<file path="config.mk">
export PLATFORM = sky130hd
export DESIGN_NAME = smx_div
export DESIGN_NICKNAME = d
export VERILOG_FILES = /design/src/rtl/smx_pkg.sv /design/src/rtl/smx_div.sv
export SDC_FILE = /design/constraint.sdc
export NUM_CORES = 1
export LEC_CHECK = 0
export BUFFER_PORTS_ARGS = -buffer_cell sky130_fd_sc_hd__buf_2
export CORE_UTILIZATION = 38
export CTS_BUF_LIST = sky130_fd_sc_hd__clkbuf_8
export DETAILED_ROUTE_END_ITERATION = 7
export PLACE_DENSITY = 0.68
export SYNTH_ARGS = -nofsm -noshare
export SYNTH_HDL_FRONTEND = slang
export SYNTH_SLANG_ARGS = --single-unit
</file>
<file path="constraint.sdc">
create_clock -name clk -period 8.6 [get_ports clk]
set_input_delay 2.58 -clock clk [delete_from_list [all_inputs] [get_ports clk]]
set_output_delay 2.58 -clock clk [all_outputs]
set_load 0.01 [all_outputs]
</file>
<file path="src/rtl/smx_pkg.sv">
// shared types, codes and constants of the stack machine execute core
package smx_pkg;

  localparam int unsigned MEM_WORDS_DEF = 4096;

  // opcodes
  localparam logic [6:0] OP_PUSH  = 7'd0;
  localparam logic [6:0] OP_IPUSH = 7'd1;
  localparam logic [6:0] OP_PUSHI = 7'd2;
  localparam logic [6:0] OP_POP   = 7'd3;
  localparam logic [6:0] OP_IPOP  = 7'd4;
  localparam logic [6:0] OP_DUP   = 7'd5;
  localparam logic [6:0] OP_ALU   = 7'd6;
  localparam logic [6:0] OP_JMP   = 7'd7;
  localparam logic [6:0] OP_JPZ   = 7'd8;
  localparam logic [6:0] OP_CALL  = 7'd9;
  localparam logic [6:0] OP_RET   = 7'd10;
  localparam logic [6:0] OP_RND   = 7'd11;
  localparam logic [6:0] OP_WRITE = 7'd12;
  localparam logic [6:0] OP_READ  = 7'd13;
  localparam logic [6:0] OP_HALT  = 7'd99;

  // alu sub-operations
  localparam logic [3:0] ALU_AND = 4'd0;
  localparam logic [3:0] ALU_OR  = 4'd1;
  localparam logic [3:0] ALU_XOR = 4'd2;
  localparam logic [3:0] ALU_NOT = 4'd3;
  localparam logic [3:0] ALU_NEG = 4'd4;
  localparam logic [3:0] ALU_ADD = 4'd5;
  localparam logic [3:0] ALU_SUB = 4'd6;
  localparam logic [3:0] ALU_MUL = 4'd7;
  localparam logic [3:0] ALU_DIV = 4'd8;
  localparam logic [3:0] ALU_MOD = 4'd9;
  localparam logic [3:0] ALU_EQ  = 4'd10;
  localparam logic [3:0] ALU_NE  = 4'd11;
  localparam logic [3:0] ALU_GT  = 4'd12;
  localparam logic [3:0] ALU_GE  = 4'd13;
  localparam logic [3:0] ALU_LT  = 4'd14;
  localparam logic [3:0] ALU_LE  = 4'd15;

  // error codes
  localparam logic [2:0] ERR_OK        = 3'd0;
  localparam logic [2:0] ERR_UNWRITTEN = 3'd1;
  localparam logic [2:0] ERR_ADDR      = 3'd2;
  localparam logic [2:0] ERR_UNDER     = 3'd3;
  localparam logic [2:0] ERR_OPCODE    = 3'd4;
  localparam logic [2:0] ERR_DIVZERO   = 3'd5;
  localparam logic [2:0] ERR_OVER      = 3'd6;

  typedef enum logic [3:0] {
    ST_CLEAR, ST_IDLE, ST_DEC, ST_RA, ST_CA, ST_CHK, ST_RB, ST_CB,
    ST_EXEC, ST_DIVGO, ST_DIV, ST_WR, ST_FIN
  } smx_state_t;

  typedef struct packed {
    logic [6:0]         func;
    logic signed [31:0] argument;
    logic signed [31:0] read_value;
    logic [30:0]        random_value;
  } smx_in_t;

  typedef struct packed {
    logic [15:0]        next_pc;
    logic               write_valid;
    logic signed [31:0] write_value;
    logic               halted;
    logic [2:0]         error_code;
  } smx_out_t;

  typedef struct packed {
    logic        start;
    logic [31:0] dividend;
    logic [31:0] divisor;
  } smx_div_req_t;

  typedef struct packed {
    logic        done;
    logic [31:0] quotient;
    logic [31:0] remainder;
  } smx_div_rsp_t;

endpackage

</file>
<file path="src/rtl/smx_div.sv">
// iterative unsigned 32-bit divider, one quotient bit per cycle
module smx_div (
  input  logic                  clk,
  input  logic                  rst,
  input  smx_pkg::smx_div_req_t req,
  output smx_pkg::smx_div_rsp_t rsp
);

  logic        busy;
  logic        done;
  logic [4:0]  cnt;
  logic [31:0] quo;
  logic [31:0] rem;
  logic [31:0] dvs;
  logic [33:0] diff;

  // trial subtract of the shifted partial remainder
  assign diff = {1'b0, rem, quo[31]} - {2'b00, dvs};

  always_ff @(posedge clk) begin
    if (rst) begin
      busy <= 1'b0;
      done <= 1'b0;
    end else begin
      done <= 1'b0;
      if (req.start) begin
        busy <= 1'b1;
        cnt  <= '0;
        quo  <= req.dividend;
        rem  <= '0;
        dvs  <= req.divisor;
      end else if (busy) begin
        if (!diff[33]) begin
          rem <= diff[31:0];
          quo <= {quo[30:0], 1'b1};
        end else begin
          rem <= {rem[30:0], quo[31]};
          quo <= {quo[30:0], 1'b0};
        end
        cnt <= cnt + 5'd1;
        if (cnt == 5'd31) begin
          busy <= 1'b0;
          done <= 1'b1;
        end
      end
    end
  end

  assign rsp.done      = done;
  assign rsp.quotient  = quo;
  assign rsp.remainder = rem;

endmodule

</file>
==> metrics.md <==
| Metric | Value |
|---|---|
| Run status | completed |
| Critical path startpoint category | input port |
| Logic gate share of total power | 0.309 |
| Main flop type after synthesis | edfxtp_1 |
| Leakage | 2.99 nW |
| RSZ-0062 raised after global routing | no |
| IO buf count | 131 |
| Worst hold slack | 484 ps |
| Largest net degree at the start of global routing | 70 |
| RePlAce Congestion | 0.926 |
| Syn Inst Count | 563 |
| Achievable frequency | 0.202 GHz |
| Die area | 0.0170 mm2 |
| Vias/cell | 5.68 |
| Placed cell areas | 0.00707 mm2 |
| Setup CP Type | in -> reg |
| Post-Syn Nets | 665 |
| Vias in the first global route | 5163 |
| Core area | 0.0160 mm2 |
| Cells resized by post-CTS repair | 0 |
| Setup violators final | 0 |
| Final period utilization | 0.575 |
| Hpwl dp | 11.4 mm |
| CP Capture Type | flop |
| Post-route minimum period | 4950 ps |
| Placed Instances | 881 |
| Fillers | 1586 |
| Htree depth | 3 |
| Peak VDD IR | 0.105 mV |
| Final core occ | 0.453 |
| Psw | 0.456 mW |
| Finished Cell Area | 0.00725 mm2 |
| Number of buffers created by CTS | 9 |
| GR peak layer | met2 |
| Most common cell after layout, fill and taps aside | buf_2 |
| Total Neg Setup Slack | 0 ps |
| Post-Layout Cell Count | 896 |
| Reg2reg start | rem[3]$_SDFFCE_PP0P_ |
| Initial Util | 0.392 |
| HP Class | reg -> reg |
| ANT cells | 0 |
| Maximum clock path buffer count | 2 |
| 1st-iter DRT viols | 359 |
| Hold Crit Start | busy$_SDFF_PP0_ |
| First drt pass iteration count | 5 |
| Hold path endpoint | done$_SDFF_PP0_ |
| Post-route ant nets | 0 |
| Worst-path clk slew | 100 ps |
| Initial antenna violation count | 0 |
| Post-synth top area share | 0.483 |
| Seq/Total Area, Yosys | 0.489 |
| Power per cell area | 185 mW/mm2 |
| Worst r2r dst | quo[0]$_DFFE_PP_ |
| Sink Count | 103 |
| Sequential Power Share | 0.470 |
| First-pass GRT wire length | 26.3 mm |
| Number of setup buffers added after CTS | 0 |
| Row count | 46 |
| Slew Viols, Final | 0 |
| Post-synth ARST share | 0 |
| Int Pwr | 0.885 mW |
| Met2 usage | 0.330 |
| Critical Path RT | 8690 ps |
| R2R Setup Slk | 4420 ps |
| Final WL | 16.1 mm |
| Via Count | 5090 |
| Post-Syn Area | 0.00628 mm2 |
| Synth area leaders | edfxtp_1 48%, ha_1 6.8%, mux2_2 5.7%, a21oi_1 3.8%, a21o_1 2.6% |
| Sw frac | 0.340 |
| DRC viols | 0 |
| Relative slew slack | 0.241 |
| Least-Margin Pin Slew | 1140 ps |
| Met3 Usage GRT | 0.0676 |
| Avg Cell Area, Syn | 11.2 um2 |
| GRT Residual Overflow | 0 |
| Largest area contributor in the netlist | edfxtp_1 |
| R2r worst-path depth | 9 |
| CTS tree | built |
| Number of synthesized flops with an enable pin | 101 |
| M1 GR Usage | 0.244 |
| Cts hold-fix bufs | 0 |
| Clock share of power | 0.220 |
| Worst-skew pair later-pin latency | 400 ps |
| Die width | 131 um |
| Crit path arrival time | 5040 ps |
| Most frequent cells in the layout | 131 x buf_2, 101 x edfxtp_1, 48 x a21oi_1, 38 x inv_1, 34 x ha_1 |
| Area overhead of the layout relative to synthesis | 15.4% |
| Netlist cell types | 67 |
| Max cap viols | 0 |
| Share of layout cells above drive strength 1 | 0.299 |
| FF+latch count, synth | 103 |
| Hold path cells | 1 |
| Root Buffer | clkbuf_8 |
| WL/cell | 17.9 um |
| Synthesis Warnings | 0 |
| Total GRT Usage | 0.200 |
| Hold Violations, Final | 0 |
| Post-Route Skew | 21.0 ps |
| Max FO, Critical Path | 66 |
| I/O pin count | 132 |
| Die Y | 131 um |
| Nets | 778 |
[stage by stage]
stage / power [mW] / setup slack, ps
2_1_floorplan: 0.939 / 1900
3_3_place_gp: 1.04 / 3300
3_5_place_dp: 1.05 / 3150
4_1_cts: 1.35 / 3590
5_1_grt: 1.41 / 3400
6_report: 1.34 / 3650
[critical path: stages]
cell and delay [ps]:
buf_2 80, buf_4 620, clkinv_1 510, nor2_2 810, buf_4 390
[kinds of logic after synthesis]
logic type | share of synthesized area
flops | 0.489
buf+inv | 0.0506
xor+xnor | 0.0335
compound gates | 0.186
fa+ha+maj | 0.0709
simple gates | 0.112
mux | 0.0574
[cells in the mapped netlist, drive strengths merged, types with 2 or more instances]
| cell | n |
|---|---|
| or3 | 4 |
| o32ai | 5 |
| o22ai | 4 |
| and3 | 6 |
| edfxtp | 101 |
| dfxtp | 2 |
| o21a | 5 |
| o2111a | 2 |
| a21boi | 2 |
| a21oi | 49 |
| nand3 | 11 |
| buf | 14 |
| a311oi | 2 |
| xor2 | 7 |
| nor4 | 9 |
| nand2 | 22 |
| o311ai | 5 |
| o21bai | 5 |
| nor3 | 8 |
| mux2 | 32 |
| or2 | 4 |
| a21o | 22 |
| o21ai | 20 |
| ha | 34 |
| o31ai | 16 |
| nor2 | 29 |
| clkbuf | 19 |
| nand2b | 4 |
| xnor2 | 17 |
| o31a | 2 |
| and2 | 3 |
| nor2b | 3 |
| inv | 38 |
| a31oi | 5 |
| nand4 | 26 |
| a211oi | 9 |
[metal layers]
layer  routed length [um]  up-vias
met5                    0        -
met4                  250        0
met3                 1420       27
met2                 7460      229
met1                 6920     2444
li1                     -     2390
[cell type report]
type                            count  area, um2  share of cell area
Sequential cell                   103       3070               0.424
Multi-Input combinational cell    388       2900               0.400
Timing Repair Buffer              135        686              0.0946
Tap cell                          216        270              0.0373
Inverter                           39        146              0.0202
Clock buffer                        9        124              0.0171
Clock inverter                      6       51.3             0.00708
[state kept, by name, indices dropped and copies added, names as in the netlist]
name / flops
cnt: 5
rem: 32
busy: 1
done: 1
quo: 32
dvs: 32
[power by group through the flow]
stage	registers, mW	logic [mW]	clock network, mW
after floorplan	0.648	0.290	0
after global placement	0.641	0.404	0
after detailed placement	0.642	0.410	0
after CTS	0.631	0.413	0.305
after global routing	0.636	0.458	0.319
final	0.631	0.415	0.296
[worst max path at each step]
stage | startpoint | end | depth (start not counted)
2_1_floorplan | req[64] | cnt[0]$_SDFFCE_PP0P_ | 4
3_3_place_gp | req[64] | dvs[3]$_DFFE_PP_ | 5
3_5_place_dp | req[64] | dvs[12]$_DFFE_PP_ | 5
4_1_cts | req[64] | dvs[9]$_DFFE_PP_ | 5
5_1_grt | req[64] | dvs[14]$_DFFE_PP_ | 5
6_report | req[64] | dvs[9]$_DFFE_PP_ | 5
(Power assumes the default switching activity.)
